`src/sv/npm_pkg.sv`:
```
package npm_pkg;

  localparam int unsigned PatWordW  = 64;
  localparam int unsigned PatLenW   = 6;
  localparam int unsigned StartW    = 16;
  localparam int unsigned TotalW    = 17;
  localparam logic [TotalW-1:0] TotalMax = '1;

  typedef enum logic [1:0] {
    CFG_PATTERN = 2'd0,
    CFG_LEN     = 2'd1,
    CFG_START   = 2'd2
  } cfg_idx_e;

  typedef struct packed {
    logic [1:0] base_code;
    logic       seq_last;
  } in_word_t;

  typedef struct packed {
    logic              is_match;
    logic [StartW-1:0] match_start;
    logic [TotalW-1:0] match_total;
    logic              is_final;
    logic              pos_overflow;
  } out_word_t;

  typedef struct packed {
    logic shift;
    logic clear;
  } win_ctrl_t;

endpackage

```
`src/sv/npm_window.sv`:
```
module npm_window #(
  parameter int unsigned MAX_PATTERN = 32,
  parameter int unsigned LW          = $clog2(MAX_PATTERN + 1)
) (
  input  logic                   clk_i,
  input  logic                   rst_ni,
  input  npm_pkg::win_ctrl_t     ctrl_i,
  input  logic [1:0]             base_i,
  input  logic [npm_pkg::PatWordW-1:0] pattern_i,
  input  logic [LW-1:0]          len_i,
  output logic                   equal_o
);
  import npm_pkg::*;

  localparam int unsigned WW = 2 * MAX_PATTERN;

  logic [WW-1:0]   win_q, win_d;
  logic [WW-1:0]   win_next;
  logic [WW-1:0]   win_al;
  logic [LW-1:0]   diff;
  logic [LW:0]     shamt;
  logic [MAX_PATTERN-1:0] sym_ok;

  // newest symbol enters at the top
  if (MAX_PATTERN == 1) begin : g_one
    assign win_next = base_i;
  end else begin : g_many
    assign win_next = {base_i, win_q[WW-1:2]};
  end

  assign diff   = LW'(MAX_PATTERN) - len_i;
  assign shamt  = {diff, 1'b0};
  assign win_al = win_next >> shamt;

  always_comb begin
    for (int i = 0; i < MAX_PATTERN; i++) begin
      sym_ok[i] = (win_al[2*i +: 2] == pattern_i[2*i +: 2]) || (i >= int'(len_i));
    end
  end

  assign equal_o = &sym_ok;

  always_comb begin
    win_d = win_q;
    if (ctrl_i.clear) begin
      win_d = '0;
    end else if (ctrl_i.shift) begin
      win_d = win_next;
    end
  end

  always_ff @(posedge clk_i or negedge rst_ni) begin
    if (!rst_ni) begin
      win_q <= '0;
    end else begin
      win_q <= win_d;
    end
  end

endmodule

```
`src/sv/npm_out_reg.sv`:
```
module npm_out_reg (
  input  logic               clk_i,
  input  logic               rst_ni,
  input  logic               load_i,
  input  npm_pkg::out_word_t data_i,
  input  logic               stall_i,
  output logic               ready_o,
  output logic               valid_o,
  output npm_pkg::out_word_t data_o
);
  import npm_pkg::*;

  logic      valid_q, valid_d;
  out_word_t data_q;

  // free when empty or when the held word leaves this cycle
  assign ready_o = !valid_q || !stall_i;

  always_comb begin
    valid_d = valid_q;
    if (load_i) begin
      valid_d = 1'b1;
    end else if (!stall_i) begin
      valid_d = 1'b0;
    end
  end

  always_ff @(posedge clk_i or negedge rst_ni) begin
    if (!rst_ni) begin
      valid_q <= 1'b0;
    end else begin
      valid_q <= valid_d;
    end
  end

  always_ff @(posedge clk_i) begin
    if (load_i) begin
      data_q <= data_i;
    end
  end

  assign valid_o = valid_q;
  assign data_o  = data_q;

endmodule

```
`src/sv/nucleotide_pattern_matcher_core.sv`:
```
// Channel | Direction | Handshake              | Word
// in      | input     | in_valid_i / in_stall_o | in_data_i  (base_code, seq_last)
// out     | output    | out_valid_o / out_stall_i | out_data_o (match, start, total, ...)
// cfg     | input     | cfg_we_i                | cfg_idx_i, cfg_data_i
//
// One nucleotide per cycle while the output is not stalled: a word is held in the
// input register, the window compare and tracking update run on it there, and the
// result register holds the result for the output if the word is a match or ends
// its sequence, so a result passes the input register and then the result register.
// Reset is asynchronous, active low, and needs no clearing pass. A stall on a full
// output register holds the input register, which then stalls the input.
module nucleotide_pattern_matcher_core #(
  parameter int unsigned MAX_PATTERN = 32,
  parameter int unsigned MAX_SEQ_LEN = 65536
) (
  input  logic                          clk_i,
  input  logic                          rst_ni,
  input  logic                          in_valid_i,
  output logic                          in_stall_o,
  input  npm_pkg::in_word_t             in_data_i,
  output logic                          out_valid_o,
  input  logic                          out_stall_i,
  output npm_pkg::out_word_t            out_data_o,
  input  logic                          cfg_we_i,
  input  logic [1:0]                    cfg_idx_i,
  input  logic [npm_pkg::PatWordW-1:0]  cfg_data_i
);
  import npm_pkg::*;

  localparam int unsigned LW = $clog2(MAX_PATTERN + 1);
  localparam int unsigned PW = $clog2(MAX_SEQ_LEN + 1);
  localparam int unsigned NW = (PW > StartW) ? PW : StartW;

  // configuration
  logic [PatWordW-1:0] pattern_q;
  logic [PatLenW-1:0]  len_q;
  logic [StartW-1:0]   sstart_q;

  // input register
  logic     in_vld_q, in_vld_d;
  in_word_t in_q;

  // sequence tracking
  logic [PW-1:0]     pos_q, pos_d;
  logic [NW-1:0]     next_q, next_d;
  logic [TotalW-1:0] count_q, count_d;
  logic              ovf_q, ovf_d;

  logic          accept, proc, advance;
  logic [LW-1:0] eff_len;
  logic          in_range, win_eq, hit, emit;
  logic [PW-1:0] seen;
  logic [NW-1:0] start;
  logic [TotalW-1:0] count_upd;
  logic          ovf_upd;
  win_ctrl_t     wctrl;
  out_word_t     res;

  assign in_stall_o = in_vld_q && !advance;
  assign accept     = in_valid_i && !in_stall_o;
  assign proc       = in_vld_q && advance;

  always_comb begin
    in_vld_d = in_vld_q;
    if (accept) begin
      in_vld_d = 1'b1;
    end else if (proc) begin
      in_vld_d = 1'b0;
    end
  end

  always_ff @(posedge clk_i or negedge rst_ni) begin
    if (!rst_ni) begin
      in_vld_q <= 1'b0;
    end else begin
      in_vld_q <= in_vld_d;
    end
  end

  always_ff @(posedge clk_i) begin
    if (accept) begin
      in_q <= in_data_i;
    end
  end

  // clamp the pattern length to 1..MAX_PATTERN
  always_comb begin
    priority if (len_q == '0) begin
      eff_len = LW'(1);
    end else if (len_q > PatLenW'(MAX_PATTERN)) begin
      eff_len = LW'(MAX_PATTERN);
    end else begin
      eff_len = LW'(len_q);
    end
  end

  assign in_range = pos_q < PW'(MAX_SEQ_LEN);
  assign seen     = pos_q + PW'(1);
  assign start    = NW'(seen) - NW'(eff_len);
  assign hit      = in_range && (NW'(seen) >= NW'(eff_len)) && win_eq && (start >= next_q);
  assign emit     = hit || in_q.seq_last;

  assign count_upd = (hit && count_q != TotalMax) ? count_q + TotalW'(1) : count_q;
  assign ovf_upd   = ovf_q || !in_range;

  assign wctrl.shift = proc && in_range;
  assign wctrl.clear = proc && in_q.seq_last;

  npm_window #(
    .MAX_PATTERN (MAX_PATTERN),
    .LW          (LW)
  ) u_window (
    .clk_i     (clk_i),
    .rst_ni    (rst_ni),
    .ctrl_i    (wctrl),
    .base_i    (in_q.base_code),
    .pattern_i (pattern_q),
    .len_i     (eff_len),
    .equal_o   (win_eq)
  );

  always_comb begin
    res.is_match     = hit;
    res.match_start  = hit ? start[StartW-1:0] : '0;
    res.match_total  = count_upd;
    res.is_final     = in_q.seq_last;
    res.pos_overflow = ovf_upd;
  end

  npm_out_reg u_out (
    .clk_i   (clk_i),
    .rst_ni  (rst_ni),
    .load_i  (proc && emit),
    .data_i  (res),
    .stall_i (out_stall_i),
    .ready_o (advance),
    .valid_o (out_valid_o),
    .data_o  (out_data_o)
  );

  always_comb begin
    pos_d   = pos_q;
    next_d  = next_q;
    count_d = count_q;
    ovf_d   = ovf_q;
    if (proc) begin
      if (in_q.seq_last) begin
        pos_d   = '0;
        next_d  = NW'(sstart_q);
        count_d = '0;
        ovf_d   = 1'b0;
      end else begin
        ovf_d   = ovf_upd;
        count_d = count_upd;
        if (in_range) begin
          pos_d = seen;
        end
        if (hit) begin
          next_d = NW'(seen);
        end
      end
    end else if (cfg_we_i && cfg_idx_i == CFG_START && pos_q == '0) begin
      next_d = NW'(cfg_data_i[StartW-1:0]);
    end
  end

  always_ff @(posedge clk_i or negedge rst_ni) begin
    if (!rst_ni) begin
      pos_q   <= '0;
      next_q  <= '0;
      count_q <= '0;
      ovf_q   <= 1'b0;
    end else begin
      pos_q   <= pos_d;
      next_q  <= next_d;
      count_q <= count_d;
      ovf_q   <= ovf_d;
    end
  end

  always_ff @(posedge clk_i or negedge rst_ni) begin
    if (!rst_ni) begin
      pattern_q <= '0;
      len_q     <= PatLenW'(1);
      sstart_q  <= '0;
    end else if (cfg_we_i) begin
      unique case (cfg_idx_i)
        CFG_PATTERN: pattern_q <= cfg_data_i;
        CFG_LEN:     len_q     <= cfg_data_i[PatLenW-1:0];
        CFG_START:   sstart_q  <= cfg_data_i[StartW-1:0];
        default: begin
        end
      endcase
    end
  end

`ifndef NO_ASSERTIONS
  a_match_counted: assert property (@(posedge clk_i) disable iff (!rst_ni)
    out_valid_o && out_data_o.is_match |-> out_data_o.match_total != '0)
    else $error("match reported with zero total");

  a_end_clears: assert property (@(posedge clk_i) disable iff (!rst_ni)
    proc && in_q.seq_last |=> pos_q == '0 && count_q == '0 && !ovf_q)
    else $error("sequence state not cleared after last word");

  a_ovf_no_match: assert property (@(posedge clk_i) disable iff (!rst_ni)
    out_valid_o && out_data_o.pos_overflow |-> !out_data_o.is_match)
    else $error("match reported past the sequence limit");

  a_stall_held: assert property (@(posedge clk_i) disable iff (!rst_ni)
    in_stall_o |-> in_vld_q && out_valid_o)
    else $error("input stalled without a held word");
`endif

endmodule
```
`config.mk`:
```
export PLATFORM = sky130hd
export DESIGN_NAME = nucleotide_pattern_matcher_core
export DESIGN_NICKNAME = d
export VERILOG_FILES = /design/src/sv/npm_pkg.sv /design/src/sv/npm_window.sv /design/src/sv/npm_out_reg.sv /design/src/sv/nucleotide_pattern_matcher_core.sv
export SDC_FILE = /design/constraint.sdc
export NUM_CORES = 1
export LEC_CHECK = 0
export ABC_AREA = 0
export BUFFER_PORTS_ARGS = -buffer_cell sky130_fd_sc_hd__buf_2
export CORE_MARGIN = 2
export CORE_UTILIZATION = 32
export CTS_BUF_LIST = sky130_fd_sc_hd__clkbuf_16
export DETAILED_ROUTE_END_ITERATION = 10
export MAX_ROUTING_LAYER = met4
export PLACE_DENSITY_LB_ADDON = 0.05
export SKIP_CTS_REPAIR_TIMING = 1
export SYNTH_ARGS = -nofsm -noshare
export SYNTH_HDL_FRONTEND = slang
export SYNTH_HIERARCHICAL = 1
export SYNTH_SLANG_ARGS = --single-unit
```
`constraint.sdc`:
```
create_clock -name clk_i -period 9.65 [get_ports clk_i]
set_clock_uncertainty 0.05 [all_clocks]
set_input_delay 1.4475 -clock clk_i [delete_from_list [all_inputs] [get_ports clk_i]]
set_output_delay 1.4475 -clock clk_i [all_outputs]
set_load 0.02 [all_outputs]
```
==> metrics.md, run 1 <==
| Metric | Value |
|---|---|
| Status | finished clean |
| DIE AREA | 56930 µm² |
| Core Util, Final | 0.3625 |
| CTS tree | built |
| Final Max Tran Viols | 0 |
| Post-synthesis simple-gate area fraction | 0.1640 |
| Flop pwr share | 0.300 |
| Drt first pass iters | 5 |
| Post-synthesis mux area share | 0.2287 |
| Via count | 14382 |
| Via density | 5.620 |
| Yosys cell types | 101 |
| Max Fclk | 133.2 MHz |
| Wire length per cell | 23.89 µm |
| Final setup viols | 0 |
| CTS Sinks | 241 |
| Worst path depth | 19 |
| Critical Path End Type | flip-flop |
| Slew margin rel. | 0.3350 |
| Vias in the first global route | 14275 |
| Hold crit path type | reg -> reg |
| Placement Rows | 85 |
| Synth Cell Area | 17610 µm² |
| Number of synthesized flops with an enable pin | 39 |
| Reg2reg setup slack | 2.14 ns |
| Initial Util | 0.3254 |
| Setup CP Type | reg -> reg |
| Largest family of logic cells by synthesized area | multiplexers |
| Crit path required time | 9.85 ns |
| Slew at the pin with the worst max-slew slack | 0.9974 ns |
| Crit path arrival time | 7.70 ns |
| CP cell instances | buf_4 -> nor2_4 -> buf_4 -> or4_1 -> nand2_4 -> o21ai_1 -> buf_4 -> o221ai_1 -> mux2i_1 -> o2111ai_1 -> or4_1 -> nor4_2 -> and4b_1 -> nor2b_1 -> o21ai_0 -> a31oi_1 -> o21ai_0 -> nor2_4 -> buf_4 |
| Internal | 2576 µW |
| Post-synth top area cell | dfrtp_1 |
| Slowest CP cell | or4_1 |
| Final min period | 7.507 ns |
| FF-to-FF path depth | 19 |
| Drt first-iter violations | 1091 |
| HPWL after DPL | 45180 µm |
| XOR/XNOR share of the synthesized area | 0.04390 |
| Leakage power | 0.008046 µW |
| Routed Antenna Nets | 0 |
| Setup TNS | 0 ns |
| Net Sw Frac | 0.4249 |
| Sequential-to-total area share from yosys stat | 0.3536 |
| CP peak stage delay | 0.83 ns |
| Pre-CTS setup slack | 2.031 ns |
| Gpl congestion | 0.9172 |
| Io pins | 112 |
| Share of cells above drive strength 1 | 0.2223 |
| H-tree depth | 1 |
| Clk_lat worst skew | 0.60 ns |
| Fin nets | 1945 |
| Worst-path clk slew | 0.06 ns |
| Startpoint Class | flip-flop |
| Total grt overflow | 0 |
| Hold-critical path depth | 1 |
| Compound-gate portion of the synthesized area | 0.1385 |
| Initial antenna violation count | 1 |
| CP dominant cell by count | buf_4 |
| MaxCap Viol Count | 0 |
| VDD IR-drop max | 0.1565 mV |
| Final Hold Viols | 0 |
| Die W | 238.6 µm |
| Crit path buffers/inverters | 4 |
| Worst Setup SP | len_q[5]$_DFFE_PN0P_ |
| Share of flip-flops with an asynchronous set or reset | 0.8382 |
| Routed WL | 61140 µm |
| Clk root buf | clkbuf_16 |
| RSZ-0062 raised after global routing | no |
| IO Port Bufs | 111 |
| Global-route wire length before repair | 92050 µm |
| Synthesized area per cell | 9.812 µm² |
| Net Switching | 1903 µW |
| Die H | 238.6 µm |
| YS warnings | 6 |
| Post-synthesis adder-cell area fraction | 0.02358 |
| Fillers | 5429 |
| Post-Syn Instances | 1795 |
| Critical R2R Launch | len_q[5]$_DFFE_PN0P_ |
| Fin crit share | 0.7780 |
| Top-area cell type share of the netlist area | 0.2856 |
| Crit path to | u_out/data_o[12]$_DFFE_PP_ |
| Power Dens Cells | 228.3 nW/µm² |
| FF+latch count, synth | 241 |
| Largest net degree at the start of global routing | 80 |
| Core area | 54130 µm² |
| Comb pwr share | 0.462 |
| All-Layer GR Usage | 0.2185 |
| CP Max Fanout | 63 |
| Area delta synth->final | 11.40% |
| Top Family by Delay on Critical Path | simple AND/OR/NAND/NOR gates |
| Seq. cell area | 6227 µm² |
| Worst r2r dst | u_out/data_o[12]$_DFFE_PP_ |
| Top FF cell, synth | dfrtp_1 |
| Final worst slack | 2.143 ns |
| Drt drc | 0 |
| Mapped Nets | 1900 |
| Area contributors post-synth | dfrtp_1 29%, mux2_2 9.0%, mux2i_1 8.6%, edfxtp_1 6.6%, mux4_2 4.9% |
| Multi-input gate area | 10590 µm² |
| CTS Buf Count | 30 |
| Max Root-Sink Buffers | 3 |
| Clk pwr share | 0.238 |
==> area by class of cell <==
type | count | area share
antenna | 1 | 0.0001275
clock buffer | 31 | 0.03954
clock inverter | 23 | 0.007780
inverter | 50 | 0.009756
multi-input combinational | 1373 | 0.5396
sequential | 241 | 0.3174
tap | 696 | 0.04438
timing repair buffer | 144 | 0.04145
==> through the flow <==
step / power (µW) / cells / instance area [µm²] / hold slack (ns)
3_3_place_gp: 3415 / 2503 / 18680 / 0.4334
5_1_grt: 4764 / 2559 / 19620 / 0.4601
3_5_place_dp: 3412 / 2503 / 18680 / 0.4438
2_1_floorplan: 2796 / 1795 / 17610 / 0.4201
4_1_cts: 4514 / 2557 / 19610 / 0.4585
6_report: 4479 / 2559 / 19620 / 0.4551
==> routing by layer <==
metal	global-route usage	vias to the layer above	routed length [µm]	part of all wire
met5	-	-	0	0
met4	0.06913	0	2146	0.035
li1	-	6750	-	-
met2	0.3531	349	29110	0.48
met3	0.02633	97	2379	0.039
met1	0.2862	7186	27500	0.45
==> sequential cells by signal, indices dropped and copies added, names as in the netlist, 3 cells and up <==
name            cells
count_q            17
in_q                3
len_q               6
next_q             17
pattern_q          64
pos_q              17
sstart_q           16
u_out/data_o       36
u_window/win_q     62
==> cells in the mapped netlist, drive strengths merged, types with 40 or more instances <==
| library cell | count |
|---|---|
| mux2 | 140 |
| nor2 | 187 |
| inv | 49 |
| nand3 | 42 |
| buf | 71 |
| a21oi | 68 |
| mux2i | 153 |
| xnor2 | 48 |
| nand2 | 115 |
| clkbuf | 60 |
| dfrtp | 201 |
| o21ai | 79 |
| mux4 | 40 |
| nor3 | 46 |
==> placed cells by master, fill, tap and decap left out, types with 31 or more instances in the layout <==
| cell | Yosys | layout |
|---|---|---|
| nor3_1 | 46 | 46 |
| buf_4 | 15 | 33 |
| nand3_1 | 40 | 40 |
| xor2_1 | 35 | 35 |
| inv_1 | 47 | 52 |
| clkbuf_16 | 0 | 31 |
| buf_2 | 34 | 110 |
| dfrtp_1 | 201 | 201 |
| nor2_1 | 184 | 181 |
| mux2_2 | 140 | 140 |
| edfxtp_1 | 39 | 39 |
| mux4_2 | 38 | 38 |
| o21ai_0 | 73 | 73 |
| mux2i_1 | 152 | 152 |
| xnor2_1 | 47 | 47 |
| nand2_1 | 114 | 113 |
| a21oi_1 | 68 | 68 |
==> cell families after synthesis <==
| kind of cell | count (synthesis) |
|---|---|
| compound gates | 345 |
| xor+xnor | 84 |
| fa+ha+maj | 33 |
| buf+inv | 181 |
| flops | 241 |
| mux | 333 |
| simple gates | 578 |
==> worst reg2reg max path: cells and delay by family (launching register included) <==
family                 cells  cell delay, ns
DFF                        1            0.35
buffers and inverters      4            1.39
and+or+nand+nor            8            3.16
muxes                      1            0.34
AOI/OAI and AO/OA          6            1.83
==> power groups by stage <==
stage	Combinational [µW]	Sequential [µW]	Clock, µW
detailed placement	2050	1360	0
CTS	2060	1340	1110
finish	2070	1340	1070
floorplan	1480	1320	0
global placement	2050	1360	0
global route	2250	1360	1150
==> how the worst min path moves through the flow <==
stage	start	end
after global routing	sstart_q[0]$_DFFE_PN0P_	sstart_q[0]$_DFFE_PN0P_
final	sstart_q[5]$_DFFE_PN0P_	sstart_q[5]$_DFFE_PN0P_
after CTS	sstart_q[0]$_DFFE_PN0P_	sstart_q[0]$_DFFE_PN0P_
after global placement	sstart_q[3]$_DFFE_PN0P_	sstart_q[3]$_DFFE_PN0P_
after detailed placement	sstart_q[0]$_DFFE_PN0P_	sstart_q[0]$_DFFE_PN0P_
after floorplan	sstart_q[3]$_DFFE_PN0P_	sstart_q[3]$_DFFE_PN0P_
Note: power is estimated with default switching activity, not from simulation.
==> run 2, diff against run 1 <==
--- a/config.mk
+++ b/config.mk
@@ -5,7 +5,7 @@
 export SDC_FILE = /design/constraint.sdc
 export NUM_CORES = 1
 export LEC_CHECK = 0
-export ABC_AREA = 0
+export ABC_AREA = 1
 export BUFFER_PORTS_ARGS = -buffer_cell sky130_fd_sc_hd__buf_2
 export CORE_MARGIN = 2
 export CORE_UTILIZATION = 32
==> constraint.sdc (replaced) <==
create_clock -name clk_i -period 7.2 [get_ports clk_i]
set_clock_uncertainty 0.05 [all_clocks]
set_input_delay 1.08 -clock clk_i [delete_from_list [all_inputs] [get_ports clk_i]]
set_output_delay 1.08 -clock clk_i [all_outputs]
set_load 0.02 [all_outputs]
==> run 2 against run 1 <==
Net effect:
- area after synthesis shrank 7.3%
- critical endpoint is now next_q[1]$_DFFE_PN0P_
- hold slack lost 0.030 ns
- critical path type unchanged
- register-to-register slack lost 1.3 ns
- die area shrank 7.2%
- global-route usage shrank 0.30 points
- combinational power grew 25%
- sequential cell count is the same
- setup slack lost 1.3 ns
- clock power grew 32%
- first-iteration DRC count grew 2.5%
- non-clock buffer count shrank 8
- via count grew 7.0%
==> metrics.md, run 2 <==
| Metric | Value |
|---|---|
| Status | finished clean |
| Final worst slack | 0.8898 ns |
| Max Fclk | 158.5 MHz |
| Fillers | 5427 |
| Die H | 229.8 µm |
| Grt peak-use layer | met2 |
| Initial Util | 0.3246 |
| Slew at the pin with the worst max-slew slack | 1.131 ns |
| Worst-path clk slew | 0.06 ns |
| Fin nets | 2434 |
| Met2 global-route usage | 0.3258 |
| HPWL after DPL | 41400 µm |
| Startpoint Class | flip-flop |
| Hold Slack | 0.4252 ns |
| Drt first pass iters | 6 |
| MaxCap Viol Count | 0 |
| Slowest CP cell | buf_4 |
| Via density | 5.096 |
| Io pins | 112 |
| Sequential-to-total area share from yosys stat | 0.3816 |
| Vias in the first global route | 14812 |
| Mapped Nets | 2388 |
| H-tree depth | 1 |
| Final Max Tran Viols | 0 |
| Top FF cell, synth | dfrtp_1 |
| Clk_lat worst skew | 0.56 ns |
| CP dominant cell by count | nand2_1 |
| Max Root-Sink Buffers | 3 |
| Core area | 50270 µm² |
| Met1 usage | 0.3088 |
| Via count | 15386 |
| Reg2reg setup slack | 0.89 ns |
| Final non-filler cell total | 3019 |
| Power Dens Cells | 310.2 nW/µm² |
| YS warnings | 6 |
| Global-route wire length before repair | 87680 µm |
| Synth Cell Area | 16320 µm² |
| Top Family by Delay on Critical Path | simple AND/OR/NAND/NOR gates |
| Commonest cells in the netlist | 685 x nand2_1, 507 x nand3_1, 201 x dfrtp_1 |
| CTS Sinks | 241 |
| Most numerous cell in the Yosys netlist | nand2_1 |
| Post-synth top area cell | dfrtp_1 |
| Area contributors post-synth | dfrtp_1 31%, nand2_1 16%, nand3_1 16%, edfxtp_1 7.2%, inv_1 3.9% |
| Pre-CTS setup slack | 0.9026 ns |
| Cells after DPL | 2970 |
| Largest net degree at the start of global routing | 114 |
| Share of flip-flops with an asynchronous set or reset | 0.8382 |
| Leakage power | 0.008880 µW |
| CP peak stage delay | 0.59 ns |
| Max FFs per register | 64 |
| Crit path buffers/inverters | 7 |
| Share of cells above drive strength 1 | 0.1223 |
| IO Port Bufs | 111 |
| Yosys cell types | 45 |
| Crit path required time | 7.61 ns |
| Final min period | 6.310 ns |
| VDD IR-drop max | 0.1654 mV |
| Antenna cells | 0 |
| Fin crit share | 0.8764 |
| Clk root buf | clkbuf_16 |
| Routed WL | 55030 µm |
| Most common cell after layout, fill and taps aside | nand2_1 |
| Hold crit path type | reg -> reg |
| DIE AREA | 52820 µm² |
| CTS Buf Count | 29 |
| Most frequent cells in the layout | 683 x nand2_1, 507 x nand3_1, 201 x dfrtp_1, 176 x inv_1, 125 x nor2_1 |
| CTS tree | built |
| Routed Antenna Nets | 0 |
| Initial antenna violation count | 0 |
| All-Layer GR Usage | 0.2156 |
| RSZ-0062 raised after global routing | no |
| Total grt overflow | 0 |
| Synthesized area per cell | 7.148 µm² |
| Final setup viols | 0 |
| Drt drc | 0 |
| Final Hold Viols | 0 |
| Gpl congestion | 0.9588 |
| Setup TNS | 0 ns |
| Placement Rows | 82 |
| Met3 global-route usage | 0.02877 |
| FF+latch count, synth | 241 |
| Total Power | 5650 µW |
| Drt first-iter violations | 1118 |
| Number of synthesized flops with an enable pin | 39 |
| Critical Path End Type | flip-flop |
| Die W | 229.8 µm |
| Most flops, register | pattern_q |
| Crit path arrival time | 6.72 ns |
| Post-Syn Instances | 2283 |
| Slew margin rel. | 0.2451 |
| CP Max Fanout | 64 |
| Area delta synth->final | 11.62% |
| Setup CP Type | reg -> reg |
| Top-area cell type share of the netlist area | 0.3082 |
| Wire length per cell | 18.23 µm |
## run 2: cell families (layout without fill, tap and decap cells)
group / after synthesis / in the layout / share of synthesized area
multiplexers: 48 / 48 / 0.03312
buffers and inverters: 300 / 364 / 0.08112
XOR/XNOR: 57 / 57 / 0.03059
flip-flops: 241 / 241 / 0.3816
adder cells (fa/ha/maj): 31 / 31 / 0.02423
AND/OR/NAND/NOR: 1440 / 1440 / 0.3945
AO/OA/AOI/OAI: 166 / 166 / 0.05490
## run 2: area by class of cell
type	instances	area, µm²	share of cell area
Multi-Input combinational cell	1742	8811	0.4837
Sequential cell	241	6227	0.3419
Tap cell	672	840.8	0.04616
Timing Repair Buffer	136	777.0	0.04265
Clock buffer	29	725.7	0.03984
Inverter	179	673.1	0.03695
Clock inverter	20	161.4	0.008861
## run 2: metal layers
| layer | vias to the layer above | wire length [µm] |
|---|---|---|
| li1 | 7655 | - |
| met1 | 7335 | 27250 |
| met2 | 335 | 24170 |
| met3 | 61 | 2512 |
| met4 | 0 | 1102 |
| met5 | - | 0 |
## run 2: path summary, 6_finish.rpt
path	startpoint	end	depth (start not counted)
min in group asynchronous	rst_ni	u_window/win_q[38]$_DFFE_PN0P_	1
worst max register to register	len_q[1]$_DFFE_PN0P_	next_q[1]$_DFFE_PN0P_	31
max in group asynchronous	rst_ni	next_q[14]$_DFFE_PN0P_	2
worst max-delay path	len_q[1]$_DFFE_PN0P_	next_q[1]$_DFFE_PN0P_	31
worst min-delay path	next_q[5]$_DFFE_PN0P_	next_q[5]$_DFFE_PN0P_	2
worst min register to register	next_q[5]$_DFFE_PN0P_	next_q[5]$_DFFE_PN0P_	2
## run 2: stage by stage
stage | instance area, µm² | util
3_3_place_gp | 17330 | 0.3447
2_1_floorplan | 16320 | -
5_1_grt | 18220 | 0.3623
4_1_cts | 18220 | 0.3623
6_report | 18220 | 0.3623
3_5_place_dp | 17330 | 0.3447
## run 2: worst reg2reg max path, delay by kind of cell, from the launching register on
family / cells / cell delay, ns
compound gates: 1 / 0.32
simple gates: 21 / 3.39
buf+inv: 7 / 1.60
xor+xnor: 1 / 0.23
flops: 1 / 0.40
fa+ha+maj: 1 / 0.23
## run 2: report_power, final
| group | switching (µW) | internal [µW] |
|---|---|---|
| Clock | 583 | 826 |
| Combinational | 1780 | 807 |
| Sequential | 129 | 1520 |
==> run 3, diff against run 2 <==
--- a/config.mk
+++ b/config.mk
@@ -5,7 +5,6 @@
 export SDC_FILE = /design/constraint.sdc
 export NUM_CORES = 1
 export LEC_CHECK = 0
-export ABC_AREA = 1
 export BUFFER_PORTS_ARGS = -buffer_cell sky130_fd_sc_hd__buf_2
 export CORE_MARGIN = 2
 export CORE_UTILIZATION = 32
==> run 3 against run 2 <==
Net effect:
- wire length is 11% higher
- die area is 7.8% higher
- design area is 8.9% higher
- critical endpoint is now u_out/data_o[11]$_DFFE_PP_
- largest power group unchanged
==> metrics.md, run 3 (synthesized netlist as in run 1, its figures left out) <==
| Metric | Value |
|---|---|
| Routed Antenna Nets | 0 |
| Initial Util | 0.3254 |
| Gpl congestion | 0.9444 |
| All-Layer GR Usage | 0.2183 |
| Drt drc | 0 |
| Die W | 238.6 µm |
| Hold crit path type | in -> async |
| Io pins | 112 |
| RSZ-0062 raised after global routing | no |
| CTS Sinks | 241 |
| CTS tree | built |
| Final setup viols | 0 |
| Status | finished clean |
| Largest net degree at the start of global routing | 105 |
| Global-route wire length before repair | 92160 µm |
| Pre-CTS setup slack | 0.4211 ns |
| Leakage power | 0.008195 µW |
| Hold Slack | 0.4187 ns |
| Max FFs per register | 64 |
| Final Max Tran Viols | 0 |
| Max Fclk | 148.6 MHz |
| Fin nets | 1967 |
| Final worst slack | 0.4718 ns |
| Area delta synth->final | 12.66% |
| Crit path arrival time | 7.01 ns |
| Worst-path clk slew | 0.06 ns |
| Total grt overflow | 0 |
| HPWL after DPL | 45060 µm |
| Core area | 54130 µm² |
| Share of cells above drive strength 1 | 0.2312 |
| Fin crit share | 0.9345 |
| Routed WL | 60930 µm |
| Setup CP Type | reg -> reg |
| Via density | 5.640 |
| Drt first-iter violations | 1057 |
| Final Hold Viols | 0 |
| Die H | 238.6 µm |
| CP Max Fanout | 32 |
| Critical Path End Type | flip-flop |
| Initial antenna violation count | 1 |
| Most frequent cells in the layout | 201 x dfrtp_1, 181 x nor2_1, 152 x mux2i_1, 140 x mux2_2, 113 x nand2_1 |
| Via count | 14575 |
| Most flops, register | pattern_q |
| Power Dens Cells | 305.0 nW/µm² |
| Cells after DPL | 2518 |
| Core Util, Final | 0.3666 |
| CTS Buf Count | 30 |
| Wire length per cell | 23.58 µm |
| Slew margin rel. | 0.2938 |
| Most common cell after layout, fill and taps aside | dfrtp_1 |
| Startpoint Class | flip-flop |
| Final min period | 6.728 ns |
| Clk root buf | clkbuf_16 |
| H-tree depth | 1 |
| Vias in the first global route | 14353 |
| Placement Rows | 85 |
| Crit path required time | 7.48 ns |
| Drt first pass iters | 5 |
| Fillers | 5462 |
| Clk_lat worst skew | 0.59 ns |
| Final non-filler cell total | 2584 |
| Setup TNS | 0 ns |
| MaxCap Viol Count | 0 |
| IO Port Bufs | 111 |
| Slew at the pin with the worst max-slew slack | 1.048 ns |
| DIE AREA | 56930 µm² |
| Max Root-Sink Buffers | 3 |
| VDD IR-drop max | 0.1994 mV |
## run 3: cell types whose count changed in the layout (fill, tap and decap cells not counted), sizes merged, moves of 23 or more
cell    change
nand2     -600
nand3     -467
mux2i     +153
inv       -120
mux2       +92
a21oi      +51
nor2       +44
mux4       +40
nor3       +38
o21ai      -38
buf        +31
xnor2      +26
and2       +23
o211ai     +23
## run 3: path summary, 6_finish.rpt
check,cells past startpoint,end,from,slack [ns]
worst max register to register,22,u_out/data_o[11]$_DFFE_PP_,len_q[3]$_DFFE_PN0P_,0.47
max in group asynchronous,2,pattern_q[54]$_DFFE_PN0P_,rst_ni,5.60
worst max-delay path,22,u_out/data_o[11]$_DFFE_PP_,len_q[3]$_DFFE_PN0P_,0.47
worst min register to register,1,sstart_q[3]$_DFFE_PN0P_,sstart_q[3]$_DFFE_PN0P_,0.45
worst min-delay path,1,pos_q[7]$_DFFE_PN0P_,rst_ni,0.42
min in group clk_i,1,sstart_q[3]$_DFFE_PN0P_,sstart_q[3]$_DFFE_PN0P_,0.45
## run 3: layer usage
metal | vias up | part of all wire | GRT usage
met5 | - | 0 | -
li1 | 6785 | - | -
met2 | 398 | 0.48 | 0.3554
met3 | 106 | 0.044 | 0.02587
met1 | 7286 | 0.44 | 0.2843
met4 | 0 | 0.034 | 0.06818
## run 3: critical path, cell delays in order, from the launching register on
cell	delay [ns]
dfrtp_1	0.40
nor4_1	0.29
nor2_1	0.11
nor2_4	0.13
inv_1	0.10
ha_4	0.47
buf_12	0.25
mux2i_1	0.39
mux2i_1	0.24
o211a_1	0.30
mux2i_4	0.31
xnor2_1	0.10
o311ai_0	0.72
o2111ai_1	0.28
nor4_2	0.30
and4b_1	0.26
nor2b_1	0.18
o21ai_0	0.11
a31oi_1	0.35
o41ai_4	0.23
buf_4	0.27
or3_1	0.43
xnor2_1	0.15
## run 3: power by group
group | total [µW] | internal, µW | leakage, µW | switching [µW]
clock network | 1400 | 785 | 0.000489 | 614
logic | 2860 | 1130 | 0.00475 | 1730
registers | 1800 | 1590 | 0.00296 | 200
## run 3: through the flow
step                      cell area [µm²]  total power [µW]
after floorplan                     17620              3748
after global placement              18850              4609
after detailed placement            18850              4607
after CTS                           19750              6057
after global routing                19840              6422
final                               19840              6052
## run 3: layout make-up
class / instances / area (µm²) / area share
multi-input cells: 1373 / 10610 / 0.5346
flip-flops and latches: 241 / 6227 / 0.3138
repair buffers: 166 / 1041 / 0.05246
well taps: 696 / 870.8 / 0.04389
clock buffers: 30 / 750.7 / 0.03783
inverters: 50 / 191.4 / 0.009648
clock inverters: 26 / 148.9 / 0.007504
diodes: 2 / 5.005 / 0.0002522
